**config.mk**
```make
export PLATFORM = sky130hd
export DESIGN_NAME = block_64b66b_frame_extractor_top
export DESIGN_NICKNAME = d
export VERILOG_FILES = /design/src/sv/bfe_pkg.sv /design/src/sv/bfe_decode.sv /design/src/sv/block_64b66b_frame_extractor_top.sv
export SDC_FILE = /design/constraint.sdc
export NUM_CORES = 1
export LEC_CHECK = 0
export ABC_CLOCK_PERIOD_IN_PS = 6300
export BUFFER_PORTS_ARGS = -buffer_cell sky130_fd_sc_hd__buf_2
export CORE_ASPECT_RATIO = 0.5
export CORE_MARGIN = 5
export CORE_UTILIZATION = 35
export DETAILED_ROUTE_END_ITERATION = 10
export HOLD_SLACK_MARGIN = 0.02
export PLACE_DENSITY = 0.67
export SYNTH_ARGS = -nofsm -noshare
export SYNTH_HDL_FRONTEND = slang
export SYNTH_SLANG_ARGS = --single-unit
```
**constraint.sdc**
```tcl
create_clock -name clk_i -period 6.3 [get_ports clk_i]
set_input_delay 0.63 -clock clk_i [delete_from_list [all_inputs] [get_ports clk_i]]
set_output_delay 0.63 -clock clk_i [all_outputs]
set_load 0.03 [all_outputs]
```
**src/sv/bfe_pkg.sv**
```systemverilog
// Shared types, codes and helper functions for the 64b/66b frame extractor.
// Used by bfe_decode and block_64b66b_frame_extractor_top; no dependencies.
`timescale 1ns / 1ps

package bfe_pkg;

  // Sync header codes.
  localparam logic [1:0] SH_DATA = 2'd1;
  localparam logic [1:0] SH_CTRL = 2'd2;

  // Control block types.
  localparam logic [7:0] TYPE_IDLE     = 8'h1e;
  localparam logic [7:0] TYPE_ORD_SET  = 8'h55;
  localparam logic [7:0] TYPE_START_0  = 8'h78;
  localparam logic [7:0] TYPE_START_4  = 8'h33;
  localparam logic [7:0] TYPE_TERM_0   = 8'h87;
  localparam logic [7:0] TYPE_TERM_1   = 8'h99;
  localparam logic [7:0] TYPE_TERM_2   = 8'haa;
  localparam logic [7:0] TYPE_TERM_3   = 8'hb4;
  localparam logic [7:0] TYPE_TERM_4   = 8'hcc;
  localparam logic [7:0] TYPE_TERM_5   = 8'hd2;
  localparam logic [7:0] TYPE_TERM_6   = 8'he1;
  localparam logic [7:0] TYPE_TERM_7   = 8'hff;

  // Preamble byte synthesized in place of the start control character.
  localparam logic [7:0] PREAMBLE_BYTE = 8'h55;

  // Ordered-set sequence codes.
  localparam logic [7:0] OS_LOCAL_FAULT  = 8'h01;
  localparam logic [7:0] OS_REMOTE_FAULT = 8'h02;
  localparam logic [7:0] OS_LINK_INT     = 8'h03;

  localparam int unsigned WordBytes = 8;
  localparam int unsigned WordBits  = 64;

  typedef enum logic [2:0] {
    EV_NONE         = 3'd0,
    EV_FRAME        = 3'd1,
    EV_LOCAL_FAULT  = 3'd2,
    EV_REMOTE_FAULT = 3'd3,
    EV_LINK_INT     = 3'd4,
    EV_INVALID_OS   = 3'd5
  } event_e;

  // Decoder state carried from one block to the next.
  typedef struct packed {
    logic   in_frame;
    event_e last_event;
  } state_t;

  // One decoded result word.
  typedef struct packed {
    event_e      event_kind;
    logic        extends_previous;
    logic [63:0] frame_bytes;
    logic [3:0]  byte_count;
    logic        frame_start;
    logic        frame_end;
    logic        frame_abort;
  } result_t;

  // Number of data bytes carried by a terminate control block type.
  function automatic logic [3:0] term_count(input logic [7:0] block_type);
    logic [3:0] cnt;
    unique case (block_type)
      TYPE_TERM_0: cnt = 4'd0;
      TYPE_TERM_1: cnt = 4'd1;
      TYPE_TERM_2: cnt = 4'd2;
      TYPE_TERM_3: cnt = 4'd3;
      TYPE_TERM_4: cnt = 4'd4;
      TYPE_TERM_5: cnt = 4'd5;
      TYPE_TERM_6: cnt = 4'd6;
      TYPE_TERM_7: cnt = 4'd7;
      default:     cnt = 4'd0;
    endcase
    return cnt;
  endfunction

  // Mask that keeps the top cnt bytes of a word.
  function automatic logic [63:0] top_bytes_mask(input logic [3:0] cnt);
    logic [63:0] mask;
    mask = '0;
    for (int j = 0; j < WordBytes; j++) begin
      if (4'(j) < cnt) begin
        mask[WordBits - 1 - 8 * j -: 8] = 8'hff;
      end
    end
    return mask;
  endfunction

endpackage

```
**src/sv/bfe_decode.sv**
```systemverilog
// Combinational decode of one 66-bit block against the current frame state.
// Depends on bfe_pkg for codes, types and helper functions.
`timescale 1ns / 1ps

module bfe_decode (
  input  logic [1:0]       sync_header_i,
  input  logic [63:0]      payload_i,
  input  bfe_pkg::state_t  state_i,
  output bfe_pkg::result_t result_o,
  output bfe_pkg::state_t  state_o
);

  logic [7:0]       block_type;
  logic [7:0]       b [8];
  logic [3:0]       tcnt;
  bfe_pkg::event_e  os_kind;

  // Split the payload into bytes, first byte on top.
  always_comb begin
    for (int j = 0; j < bfe_pkg::WordBytes; j++) begin
      b[j] = payload_i[bfe_pkg::WordBits - 1 - 8 * j -: 8];
    end
  end

  assign block_type = b[0];
  assign tcnt       = bfe_pkg::term_count(block_type);

  // Map the ordered-set sequence code to an event kind.
  always_comb begin
    unique case (b[3])
      bfe_pkg::OS_LOCAL_FAULT:  os_kind = bfe_pkg::EV_LOCAL_FAULT;
      bfe_pkg::OS_REMOTE_FAULT: os_kind = bfe_pkg::EV_REMOTE_FAULT;
      bfe_pkg::OS_LINK_INT:     os_kind = bfe_pkg::EV_LINK_INT;
      default:                  os_kind = bfe_pkg::EV_INVALID_OS;
    endcase
  end

  // Main decode: frame data, terminate and abort inside a frame; ordered sets
  // and frame starts outside of one.
  always_comb begin
    result_o = '{
      event_kind:       bfe_pkg::EV_NONE,
      extends_previous: 1'b0,
      frame_bytes:      '0,
      byte_count:       4'd0,
      frame_start:      1'b0,
      frame_end:        1'b0,
      frame_abort:      1'b0
    };
    state_o = state_i;

    if (state_i.in_frame) begin
      result_o.event_kind = bfe_pkg::EV_FRAME;
      if (sync_header_i == bfe_pkg::SH_DATA) begin
        result_o.frame_bytes = payload_i;
        result_o.byte_count  = 4'd8;
      end else if (sync_header_i == bfe_pkg::SH_CTRL) begin
        // Any control block closes the frame; only terminate types carry bytes.
        result_o.byte_count  = tcnt;
        result_o.frame_bytes = {payload_i[55:0], 8'h00} & bfe_pkg::top_bytes_mask(tcnt);
        result_o.frame_end   = 1'b1;
        state_o.in_frame     = 1'b0;
      end else begin
        result_o.frame_abort = 1'b1;
        state_o.in_frame     = 1'b0;
      end
    end else if (sync_header_i == bfe_pkg::SH_CTRL) begin
      if (block_type == bfe_pkg::TYPE_ORD_SET) begin
        if (b[4] != 8'h00 || b[1] != 8'h00 || b[2] != 8'h00 ||
            b[5] != 8'h00 || b[6] != 8'h00) begin
          // Malformed ordered set: always reported fresh.
          result_o.event_kind = bfe_pkg::EV_INVALID_OS;
          state_o.last_event  = bfe_pkg::EV_INVALID_OS;
        end else if (b[3] == b[7]) begin
          result_o.event_kind       = os_kind;
          result_o.extends_previous = (state_i.last_event == os_kind);
          state_o.last_event        = os_kind;
        end
      end else if (block_type == bfe_pkg::TYPE_START_0) begin
        result_o.event_kind  = bfe_pkg::EV_FRAME;
        result_o.frame_bytes = {bfe_pkg::PREAMBLE_BYTE, payload_i[55:0]};
        result_o.byte_count  = 4'd8;
        result_o.frame_start = 1'b1;
        state_o.in_frame     = 1'b1;
        state_o.last_event   = bfe_pkg::EV_FRAME;
      end else if (block_type == bfe_pkg::TYPE_START_4) begin
        result_o.event_kind  = bfe_pkg::EV_FRAME;
        result_o.frame_bytes = {bfe_pkg::PREAMBLE_BYTE, payload_i[23:0], 32'h0};
        result_o.byte_count  = 4'd4;
        result_o.frame_start = 1'b1;
        state_o.in_frame     = 1'b1;
        state_o.last_event   = bfe_pkg::EV_FRAME;
      end
    end
  end

endmodule

```
**src/sv/block_64b66b_frame_extractor_top.sv**
```systemverilog
// 64b/66b frame extractor: input register, decode and result register.
// A word accepted into the input register is decoded and held in the result register behind out_valid_o.
// Throughput: one word per cycle while out_stall_i is low; the combinational bfe_decode sets the rate.
// Reset (rst_ni low, asynchronous): both stages empty, not in a frame, no last event.
// Depends on bfe_pkg and bfe_decode.
`timescale 1ns / 1ps

module block_64b66b_frame_extractor_top (
  input  logic        clk_i,
  input  logic        rst_ni,
  input  logic        in_valid_i,
  output logic        in_stall_o,
  input  logic [1:0]  sync_header_i,
  input  logic [63:0] payload_i,
  output logic        out_valid_o,
  input  logic        out_stall_i,
  output logic [2:0]  event_kind_o,
  output logic        extends_previous_o,
  output logic [63:0] frame_bytes_o,
  output logic [3:0]  byte_count_o,
  output logic        frame_start_o,
  output logic        frame_end_o,
  output logic        frame_abort_o
);

  logic             in_valid_q;
  logic [1:0]       hdr_q;
  logic [63:0]      payload_q;
  logic             out_valid_q;
  bfe_pkg::result_t res_q;
  bfe_pkg::result_t res_d;
  bfe_pkg::state_t  state_q;
  bfe_pkg::state_t  state_d;
  logic             advance;
  logic             in_accept;

  // A word moves to the result register when that register is free or draining.
  assign advance    = in_valid_q && (!out_valid_q || !out_stall_i);
  assign in_stall_o = in_valid_q && !advance;
  assign in_accept  = in_valid_i && !in_stall_o;

  bfe_decode u_decode (
    .sync_header_i (hdr_q),
    .payload_i     (payload_q),
    .state_i       (state_q),
    .result_o      (res_d),
    .state_o       (state_d)
  );

  // Control state: stage valid flags and frame state.
  always_ff @(posedge clk_i or negedge rst_ni) begin
    if (!rst_ni) begin
      in_valid_q  <= 1'b0;
      out_valid_q <= 1'b0;
      state_q     <= '{in_frame: 1'b0, last_event: bfe_pkg::EV_NONE};
    end else begin
      if (in_accept) begin
        in_valid_q <= 1'b1;
      end else if (advance) begin
        in_valid_q <= 1'b0;
      end
      if (advance) begin
        out_valid_q <= 1'b1;
        state_q     <= state_d;
      end else if (!out_stall_i) begin
        out_valid_q <= 1'b0;
      end
    end
  end

  // Payload registers.
  always_ff @(posedge clk_i) begin
    if (in_accept) begin
      hdr_q     <= sync_header_i;
      payload_q <= payload_i;
    end
    if (advance) begin
      res_q <= res_d;
    end
  end

  // Result ports.
  assign out_valid_o        = out_valid_q;
  assign event_kind_o       = res_q.event_kind;
  assign extends_previous_o = res_q.extends_previous;
  assign frame_bytes_o      = res_q.frame_bytes;
  assign byte_count_o       = res_q.byte_count;
  assign frame_start_o      = res_q.frame_start;
  assign frame_end_o        = res_q.frame_end;
  assign frame_abort_o      = res_q.frame_abort;

endmodule
```
==> results of run 1 <==
-- state kept, by name (all words and copies together) (netlist names), 2 cells and up --
register	cells
hdr_q	2
frame_bytes_o	64
payload_q	64
state_q	4
event_kind_o	3
byte_count_o	4
-- layer usage --
layer  global-route usage  share of wire  vias up  wire [um]
met4              0.06083          0.026        0        413
met3              0.04995          0.073       32       1177
met1               0.2001           0.41     2061       6496
met5                    0              0        -          0
li1                     -              -     1898          -
met2               0.2572           0.50      172       7931
-- Yosys cell counts (2+ instances only) --
cell type / number / area share
clkbuf_1: 6 / 0.0037
nor4_1: 10 / 0.010
nand4_1: 7 / 0.0071
inv_1: 6 / 0.0037
nand3_1: 4 / 0.0033
buf_6: 7 / 0.013
o21ai_1: 8 / 0.0065
a21oi_1: 8 / 0.0065
edfxtp_1: 141 / 0.69
nor3_1: 5 / 0.0041
nand4bb_1: 3 / 0.0055
nor2b_1: 5 / 0.0051
clkbuf_8: 2 / 0.0045
a22oi_1: 8 / 0.0098
dfrtp_1: 6 / 0.024
a21oi_2: 2 / 0.0029
nand3b_1: 2 / 0.0024
a22o_1: 41 / 0.059
or4_1: 4 / 0.0049
nor3_4: 2 / 0.0053
and4_1: 2 / 0.0029
a21o_1: 18 / 0.022
and3_1: 3 / 0.0031
nand2_1: 42 / 0.026
nor3b_1: 3 / 0.0037
nand2b_1: 2 / 0.0020
buf_2: 2 / 0.0016
nor2_1: 7 / 0.0043
and2_1: 11 / 0.011
o22ai_1: 2 / 0.0020
xnor2_1: 9 / 0.013
-- path summary, 6_finish.rpt --
path / end / depth (start not counted) / start / slack [ns]
hold / removal: payload_q[45]$_DFFE_PP_ / 1 / payload_i[45] / 0.38
max in group asynchronous: state_q[2]$_DFFE_PN0P_ / 2 / rst_ni / 5.59
min in group asynchronous: in_valid_q$_DFFE_PN0P_ / 2 / rst_ni / 0.56
hold reg to reg: out_valid_o$_DFFE_PN0P_ / 1 / in_valid_q$_DFFE_PN0P_ / 0.49
setup reg to reg: frame_bytes_o[24]$_DFFE_PP_ / 5 / payload_q[56]$_DFFE_PP_ / 3.82
setup / recovery: frame_bytes_o[24]$_DFFE_PP_ / 5 / payload_q[56]$_DFFE_PP_ / 3.82
-- cells by family after synthesis --
| family | count (synthesis) | share of synthesized area |
|---|---|---|
| buf+inv | 24 | 0.02692 |
| xor+xnor | 10 | 0.01428 |
| flops | 147 | 0.7147 |
| simple gates | 119 | 0.1126 |
| compound gates | 100 | 0.1316 |
-- through the flow --
step                total power, uW    util  setup WS [ns]  instance area, sq um
global route                   2420  0.4426          3.668                  7644
finish                         2339  0.4426          3.822                  7644
detailed placement             1392  0.4089          3.635                  7062
CTS                            2358  0.4426          3.857                  7644
floorplan                      1307       -          3.158                  6135
global placement               1389  0.4089          3.685                  7062
-- final cells by class --
type | count | area, sq um | area share
repair buffers | 151 | 770.7 | 0.1008
clock inverters | 15 | 146.4 | 0.01915
flip-flops and latches | 147 | 4384 | 0.5736
multi-input cells | 229 | 1598 | 0.2090
clock buffers | 17 | 425.4 | 0.05566
well taps | 234 | 292.8 | 0.03830
inverters | 7 | 26.28 | 0.003438
-- repair_timing --
item,4_1_cts,5_1_grt
setup endpoints to repair,0,0
endpoints found under the hold margin,6,0
hold buffers,1,0
-- worst max-delay path: stages, from the launching register on --
cell and delay [ns]:
edfxtp_1 0.57, or4_4 0.62, a21oi_4 0.20, o2111a_2 0.40, a21boi_4 0.37, a22o_1 0.19
-- power by group --
part / internal, uW / leakage [uW] / switching (uW) / total, uW
registers: 1140 / 0.00146 / 50.8 / 1190
clock network: 555 / 0.000282 / 414 / 969
logic: 49.8 / 0.00131 / 127 / 177
==> results.py, run 1 <==
metrics = {
    "synth": {
        "async_reset_ff_frac": 0.04082,
        "ys.flop_type": "edfxtp_1",
        "syn_area_sq_mm": 0.006135,
        "ys_warn_count": 0,
        "syn_area_per_cell_sq_um": 15.34,
        "synthesis.nets": 470,
        "synth-edff-count": 141,
        "yosysSeqAreaShare": 0.7147,
        "synth_cell_types": 53,
        "synthCells": 400,
        "ys_ff_latch": 147,
    },
    "timing": {
        "max_slew_margin": 0.4107,
        "worstMarginPinSlew_ns": 0.8839,
        "setup_violations": 0,
        "tns_ns": 0,
        "rsz0062_at_grt": "false",
        "fin_crit_sh": 0.3933,
        "timing.fmax_mhz": 403.5,
        "clock_skew_ns": 0.009436,
        "whs_ns": 0.3811,
        "finalHoldViolations": 0,
        "final.min_clock_period_ns": 2.478,
        "slew_viol_final": 0,
    },
    "global_routing": {
        "grt_use_total": 0.1590,
        "grt-ovfl-total": 0,
        "grt_pass1_vias": 4303,
        "grt_pass1_wl_um": 24870,
        "antenna_found_initial": 0,
        "grt_max_degree": 67,
    },
    "floorplan": {
        "fp.coreArea_sq_mm": 0.01727,
        "die_w_um": 197.2,
        "start_util": 0.3552,
        "die_area_sq_mm": 0.02044,
        "boundaryPins": 147,
        "die_y_um": 103.6,
        "rows": 34,
    },
    "final_layout": {
        "instances_no_fill": 800,
        "diodes": 0,
        "syn2layout_area_growth_pct": 24.60,
        "mostFrequentLayoutCell": "buf_2",
        "layout_common_cells": "146 x buf_2, 141 x edfxtp_1, 42 x nand2_1, 41 x a22o_1, 18 x a21o_1",
        "fillCellCount": 1580,
        "nNetsFinal": 623,
        "drive_gt1_frac": 0.3516,
    },
    "status": {
        "status": "finished, final reports clean",
    },
    "placement": {
        "gp_congestion": 0.8513,
        "place_hpwl_um": 11590,
        "dp.cells": 767,
        "numPortBuffers": 146,
    },
    "detailed_routing": {
        "postRouteAntennaNets": 0,
        "first_pass_iters": 5,
        "drt-total-wl_um": 16020,
        "routed-via-count": 4163,
        "avgRoutedWirePerCell_um": 20.02,
        "drc": 0,
        "drt-initial-drc-count": 453,
        "avgViaCountPerCell": 5.204,
    },
    "pwr": {
        "peakVddDrop_mv": 0.1915,
        "powerDensity_mw_per_mm2": 306.0,
        "p_leak_uw": 0.003048,
    },
    "cts": {
        "cts-buffers-inserted": 17,
        "insertion_delay_ns": 0.42,
        "cts_resized": 0,
        "cts_tree": "built",
        "cts_sinks": 147,
        "ctsHtreeMaxLevel": 4,
        "cts_root_buffer": "clkbuf_16",
        "clk_pin_slew_ns": 0.07,
        "post_cts_buffers": 0,
        "cts_buffer_depth": 2,
    },
    "setup_path": {
        "worstPathArrival_ns": 2.76,
        "cp-end-kind": "flop",
        "worstSetupStartpointType": "flop",
        "required_ns": 6.58,
        "crit_fanout": 14,
        "crit_type": "reg2reg",
    },
    "flow_run": {
        "max_cap_violations": 0,
    },
    "worst_hold_path": {
        "hold_path_class": "in2reg",
    },
}
No activity file was read; power rests on OpenSTA's default activity.
==> inputs of run 2 (changes only) <==
--- a/config.mk
+++ b/config.mk
@@ -5,14 +5,15 @@
 export SDC_FILE = /design/constraint.sdc
 export NUM_CORES = 1
 export LEC_CHECK = 0
-export ABC_CLOCK_PERIOD_IN_PS = 6300
+export ABC_AREA = 1
+export ABC_CLOCK_PERIOD_IN_PS = 2100
 export BUFFER_PORTS_ARGS = -buffer_cell sky130_fd_sc_hd__buf_2
 export CORE_ASPECT_RATIO = 0.5
 export CORE_MARGIN = 5
 export CORE_UTILIZATION = 35
 export DETAILED_ROUTE_END_ITERATION = 10
 export HOLD_SLACK_MARGIN = 0.02
-export PLACE_DENSITY = 0.67
+export PLACE_DENSITY = 0.69
 export SYNTH_ARGS = -nofsm -noshare
 export SYNTH_HDL_FRONTEND = slang
 export SYNTH_SLANG_ARGS = --single-unit
==> constraint.sdc (replaced) <==
create_clock -name clk_i -period 2.1 [get_ports clk_i]
set_input_delay 0.21 -clock clk_i [delete_from_list [all_inputs] [get_ports clk_i]]
set_output_delay 0.21 -clock clk_i [all_outputs]
set_load 0.03 [all_outputs]
==> run 2 against run 1 <==
Against the previous run: register-to-register slack worse by 3.6 ns; worst hold slack got worse by 0.34 ns; sequential power grew to 3.1 times the previous value; utilization up 4.8 points; via count is 16% higher; non-clock buffer count increased by 73; synthesized area increased by 1.5%; first-iteration DRC count is 2.4% lower; power grew to 3.2 times the previous value; synthesized cell count increased by 32%; critical endpoint is now frame_bytes_o[43]$_DFFE_PP_; largest cell class unchanged.
==> results.py, run 2 <==
metrics = {
    "status": {
        "status": "finished, final reports clean",
    },
    "global_routing": {
        "grt_pass1_vias": 5050,
        "grt_pass1_wl_um": 27160,
        "grt-ovfl-total": 0,
        "grt_use_total": 0.1710,
        "antenna_found_initial": 0,
        "grt_max_degree": 67,
    },
    "detailed_routing": {
        "avgRoutedWirePerCell_um": 17.41,
        "drt-total-wl_um": 17520,
        "drc": 0,
        "drt-initial-drc-count": 442,
        "avgViaCountPerCell": 4.806,
        "postRouteAntennaNets": 0,
        "routed-via-count": 4835,
        "first_pass_iters": 5,
    },
    "pwr": {
        "powerDensity_mw_per_mm2": 864.8,
        "p_leak_uw": 0.003502,
        "peakVddDrop_mv": 0.6085,
    },
    "cts": {
        "post_cts_buffers": 0,
        "ctsHtreeMaxLevel": 4,
        "insertion_delay_ns": 0.42,
        "cts_buffer_depth": 2,
        "cts_tree": "built",
        "cts_resized": 0,
        "clk_pin_slew_ns": 0.06,
        "cts-buffers-inserted": 17,
        "cts_root_buffer": "clkbuf_16",
        "cts_sinks": 147,
    },
    "synth": {
        "yosys-top-cells-area": "edfxtp_1 68%, nand2_1 7.1%, nand3_1 3.8%",
        "syn_area_sq_mm": 0.006225,
        "synthCells": 526,
        "synth_top_area_share": 0.6802,
        "yosysSeqAreaShare": 0.7043,
        "ys_ff_latch": 147,
        "ys.flop_type": "edfxtp_1",
        "ys_warn_count": 0,
        "synthesis.nets": 596,
        "async_reset_ff_frac": 0.04082,
        "syn_area_per_cell_sq_um": 11.83,
        "synth_cell_types": 31,
        "yosys.area.top_type": "edfxtp_1",
        "ys_top_cells_by_count": "141 x edfxtp_1, 118 x nand2_1, 61 x nor2_1",
        "synth-edff-count": 141,
        "synth.most_common_cell": "edfxtp_1",
    },
    "timing": {
        "worstMarginPinSlew_ns": 0.3964,
        "finalHoldViolations": 0,
        "slew_viol_final": 0,
        "rsz0062_at_grt": "false",
        "clock_skew_ns": 0.01117,
        "setup_violations": 0,
        "fin_crit_sh": 0.9177,
        "timing.fmax_mhz": 518.9,
        "final.min_clock_period_ns": 1.927,
        "whs_ns": 0.03766,
        "max_slew_margin": 0.7357,
    },
    "final_layout": {
        "fin_area_sq_mm": 0.008538,
        "final_core_util": 0.4907,
        "mostFrequentLayoutCell": "buf_2",
        "layout_common_cells": "146 x buf_2, 141 x edfxtp_1, 116 x nand2_1, 67 x dlygate4sd3_1, 59 x nor2_1",
        "diodes": 0,
        "drive_gt1_frac": 0.2953,
        "nNetsFinal": 829,
        "syn2layout_area_growth_pct": 37.17,
        "fillCellCount": 1532,
    },
    "worst_hold_path": {
        "hold_path_class": "in2reg",
    },
    "setup_path": {
        "worstSetupStartpointType": "flop",
        "cpMostUsedCell": "nand2_1",
        "r2r_setup_slack_ns": 0.17,
        "path_buf_inv": 3,
        "cpPeakStageDelay_ns": 0.43,
        "crit_fanout": 27,
        "worstPathArrival_ns": 2.08,
        "required_ns": 2.25,
        "path_cells": "inv_1 > nand2_1 > nor2_1 > nand3_2 > inv_2 > nor2_4 > nand2_2 > nand2_4 > buf_4 > nand2_1 > o211ai_1",
        "crit_type": "reg2reg",
        "cp-end-kind": "flop",
        "crit_slowest_cell": "edfxtp_1",
        "critPathTopFamily": "simple AND/OR/NAND/NOR gates",
    },
    "flow_run": {
        "max_cap_violations": 0,
    },
    "floorplan": {
        "die_w_um": 198.6,
        "die_y_um": 104.3,
        "die_area_sq_mm": 0.02071,
        "rows": 34,
        "start_util": 0.3578,
        "fp.coreArea_sq_mm": 0.01740,
        "boundaryPins": 147,
    },
    "placement": {
        "numPortBuffers": 146,
        "place_hpwl_um": 12520,
        "gp_congestion": 0.8406,
        "place_area_sq_mm": 0.007312,
    },
}
## run 2: cell count changes after synthesis, sizes merged, moves of 19 or more
cell	delta
a21o	-19
a22o	-41
inv	+42
nand2	+83
nand3	+45
nor2	+63
o211ai	+21
o21ai	+23
## run 2: layout make-up
| class | instances | area [sq um] | share of cell area |
|---|---|---|---|
| sequential | 147 | 4385 | 0.5136 |
| multi-input combinational | 319 | 1604 | 0.1879 |
| timing repair buffer | 224 | 1509 | 0.1767 |
| clock buffer | 18 | 429.2 | 0.05026 |
| tap | 234 | 292.8 | 0.03429 |
| inverter | 50 | 191.4 | 0.02242 |
| clock inverter | 14 | 126.4 | 0.01480 |
## run 2: path summary, 6_finish.rpt
check,from,to,depth (start not counted)
max,payload_q[63]$_DFFE_PP_,frame_bytes_o[43]$_DFFE_PP_,11
min,in_valid_i,in_valid_q$_DFFE_PN0P_,3
max reg2reg,payload_q[63]$_DFFE_PP_,frame_bytes_o[43]$_DFFE_PP_,11
max in group asynchronous,rst_ni,out_valid_o$_DFFE_PN0P_,2
min in group asynchronous,rst_ni,out_valid_o$_DFFE_PN0P_,2
min reg2reg,state_q[2]$_DFFE_PN0P_,state_q[2]$_DFFE_PN0P_,2
## run 2: tightest hold or removal path: stages
cell     delay, ns
buf_2         0.08
nand2_2       0.06
nand2_1       0.06
## run 2: what timing repair did
action                                  4_1_cts  5_1_grt
hold endpoints to repair                     72        0
endpoints found under the setup margin        0        0
hold buffers                                 67        0
## run 2: cells by family after synthesis
family / after synthesis / synth area share
AND/OR/NAND/NOR: 252 / 0.1819
flip-flops: 147 / 0.7043
buffers and inverters: 60 / 0.04201
AO/OA/AOI/OAI: 58 / 0.05910
XOR/XNOR: 9 / 0.01266
## run 2: stage by stage
step | total power, uW | instances | setup TNS, ns | setup slack (ns)
2_1_floorplan | 4131 | 526 | -17.22 | -0.2900
3_3_place_gp | 4462 | 907 | 0 | 0.3014
3_5_place_dp | 4478 | 907 | 0 | 0.2058
4_1_cts | 7438 | 1006 | 0 | 0.1920
5_1_grt | 7632 | 1006 | 0 | 0.05423
6_report | 7384 | 1006 | 0 | 0.1729
## run 2: metal layers
layer | GRT usage | vias up | part of all wire
met3 | 0.03430 | 32 | 0.055
met5 | 0 | - | 0
li1 | - | 2293 | -
met4 | 0.06098 | 0 | 0.021
met1 | 0.2139 | 2308 | 0.42
met2 | 0.2947 | 202 | 0.51
## run 2: report_power, final
part / internal, uW / leakage (uW) / switching (uW) / total [uW]
Clock: 1640 / 0.000269 / 1230 / 2870
Sequential: 3490 / 0.00146 / 135 / 3630
Combinational: 288 / 0.00177 / 597 / 884
==> inputs of run 3 (changes only) <==
--- a/config.mk
+++ b/config.mk
@@ -6,14 +6,14 @@
 export NUM_CORES = 1
 export LEC_CHECK = 0
 export ABC_AREA = 1
-export ABC_CLOCK_PERIOD_IN_PS = 2100
+export ABC_CLOCK_PERIOD_IN_PS = 2300
 export BUFFER_PORTS_ARGS = -buffer_cell sky130_fd_sc_hd__buf_2
 export CORE_ASPECT_RATIO = 0.5
 export CORE_MARGIN = 5
 export CORE_UTILIZATION = 35
 export DETAILED_ROUTE_END_ITERATION = 10
 export HOLD_SLACK_MARGIN = 0.02
-export PLACE_DENSITY = 0.69
+export PLACE_DENSITY = 0.67
 export SYNTH_ARGS = -nofsm -noshare
 export SYNTH_HDL_FRONTEND = slang
 export SYNTH_SLANG_ARGS = --single-unit
==> constraint.sdc (replaced) <==
create_clock -name clk_i -period 2.3 [get_ports clk_i]
set_input_delay 0.23 -clock clk_i [delete_from_list [all_inputs] [get_ports clk_i]]
set_output_delay 0.23 -clock clk_i [all_outputs]
set_load 0.03 [all_outputs]
==> run 3 against run 2 <==
Against the previous run: register-to-register slack improved by 0.11 ns; non-clock buffer count decreased by 3; largest cell class unchanged; critical path depth down 1.
==> results.py, run 3 (synthesis results as in run 2) <==
metrics = {
    "pwr": {
        "peakVddDrop_mv": 0.5507,
        "p_leak_uw": 0.003495,
        "powerDensity_mw_per_mm2": 801.4,
    },
    "setup_path": {
        "crit_type": "reg2reg",
        "worstPathArrival_ns": 2.16,
        "reg2reg_depth": 10,
        "cp-end-kind": "flop",
        "worstSetupStartpointType": "flop",
        "crit_fanout": 22,
        "required_ns": 2.45,
    },
    "timing": {
        "rsz0062_at_grt": "false",
        "worstMarginPinSlew_ns": 0.5379,
        "timing.fmax_mhz": 496.4,
        "slew_viol_final": 0,
        "final.min_clock_period_ns": 2.014,
        "setup_violations": 0,
        "tns_ns": 0,
        "fin_crit_sh": 0.8758,
        "finalHoldViolations": 0,
        "max_slew_margin": 0.6409,
        "clock_skew_ns": 0.008227,
        "finalWorstSetupSlack_ns": 0.2856,
        "whs_ns": 0.06598,
    },
    "cts": {
        "cts_root_buffer": "clkbuf_16",
        "cts_buffer_depth": 2,
        "cts_sinks": 147,
        "ctsHtreeMaxLevel": 4,
        "insertion_delay_ns": 0.42,
        "clk_pin_slew_ns": 0.06,
        "cts_tree": "built",
        "cts-buffers-inserted": 17,
    },
    "detailed_routing": {
        "avgViaCountPerCell": 4.790,
        "avgRoutedWirePerCell_um": 17.25,
        "drc": 0,
        "postRouteAntennaNets": 0,
        "routed-via-count": 4804,
        "drt-initial-drc-count": 463,
        "first_pass_iters": 5,
        "drt-total-wl_um": 17300,
    },
    "floorplan": {
        "fp.coreArea_sq_mm": 0.01740,
        "start_util": 0.3578,
        "boundaryPins": 147,
        "die_w_um": 198.6,
        "die_area_sq_mm": 0.02071,
        "rows": 34,
        "die_y_um": 104.3,
    },
    "final_layout": {
        "mostFrequentLayoutCell": "buf_2",
        "layout_common_cells": "146 x buf_2, 141 x edfxtp_1, 117 x nand2_1, 67 x dlygate4sd3_1, 59 x nor2_1",
        "nNetsFinal": 826,
        "drive_gt1_frac": 0.2900,
        "instances_no_fill": 1003,
        "final_core_util": 0.4915,
        "syn2layout_area_growth_pct": 37.39,
        "diodes": 0,
    },
    "global_routing": {
        "grt_use_total": 0.1684,
        "grt-ovfl-total": 0,
        "grt_max_degree": 67,
        "antenna_found_initial": 0,
        "grt_pass1_vias": 4941,
        "grt_pass1_wl_um": 26740,
    },
    "placement": {
        "place_hpwl_um": 12030,
        "dp_worst_setup_slack_ns": 0.3316,
        "dp.cells": 904,
        "numPortBuffers": 146,
        "gp_congestion": 0.8325,
    },
    "status": {
        "status": "finished, final reports clean",
    },
    "flow_run": {
        "max_cap_violations": 0,
    },
    "worst_hold_path": {
        "whs_path_depth": 3,
        "hold_path_class": "in2reg",
    },
}
==> run 3: report_power, final <==
group / total [uW] / internal, uW / switching [uW]
Combinational: 810 / 267 / 543
Clock: 2740 / 1610 / 1120
Sequential: 3310 / 3190 / 120
Total: 6850 / 5070 / 1790
==> run 3: metrics by stage <==
| stage | area (sq um) | power (uW) |
|---|---|---|
| 3_3_place_gp | 7300 | 4078 |
| 4_1_cts | 8552 | 6901 |
| 6_report | 8552 | 6854 |
| 5_1_grt | 8552 | 7096 |
| 2_1_floorplan | 6252 | 3771 |
| 3_5_place_dp | 7300 | 4087 |
==> run 3: repair_timing <==
item / in CTS / in global routing
hold endpoints to repair: 72 / 0
gates resized for setup: 0 / 0
hold buffers: 67 / 0
setup buffers: 0 / 0
==> run 3: per-layer routing <==
| metal | wire length, um | track usage | up-vias |
|---|---|---|---|
| li1 | - | - | 2279 |
| met1 | 6994 | 0.2042 | 2298 |
| met2 | 8705 | 0.2894 | 184 |
| met3 | 1108 | 0.03689 | 43 |
| met4 | 491 | 0.07220 | 0 |
| met5 | 0 | 0 | - |
==> run 3: critical path, cell delays in order, from the launching register on <==
cell      delay (ns)
edfxtp_1        0.42
inv_1           0.09
nand2_1         0.06
nor2_1          0.15
nand3_2         0.10
inv_2           0.13
nor2_4          0.06
nand2_2         0.09
nand2_4         0.06
inv_2           0.41
o21ai_1         0.15
==> run 3: worst paths after layout <==
kind                                               end  slack [ns]                    start
min reg2reg                     state_q[2]$_DFFE_PN0P_        0.50   state_q[2]$_DFFE_PN0P_
min                            out_valid_o$_DFFE_PN0P_        0.07              out_stall_i
max reg2reg                frame_bytes_o[12]$_DFFE_PP_        0.29  payload_q[63]$_DFFE_PP_
max                        frame_bytes_o[12]$_DFFE_PP_        0.29  payload_q[63]$_DFFE_PP_
min in group asynchronous      out_valid_o$_DFFE_PN0P_        0.17                   rst_ni
max in group asynchronous      out_valid_o$_DFFE_PN0P_        1.97                   rst_ni
==> run 3: area by class of cell <==
cell class	instances	area (sq um)
fill	1531	8847
sequential	147	4385
multi-input combinational	319	1602
timing repair buffer	221	1499
clock buffer	18	429.2
tap	234	292.8
inverter	50	191.4
clock inverter	14	152.6
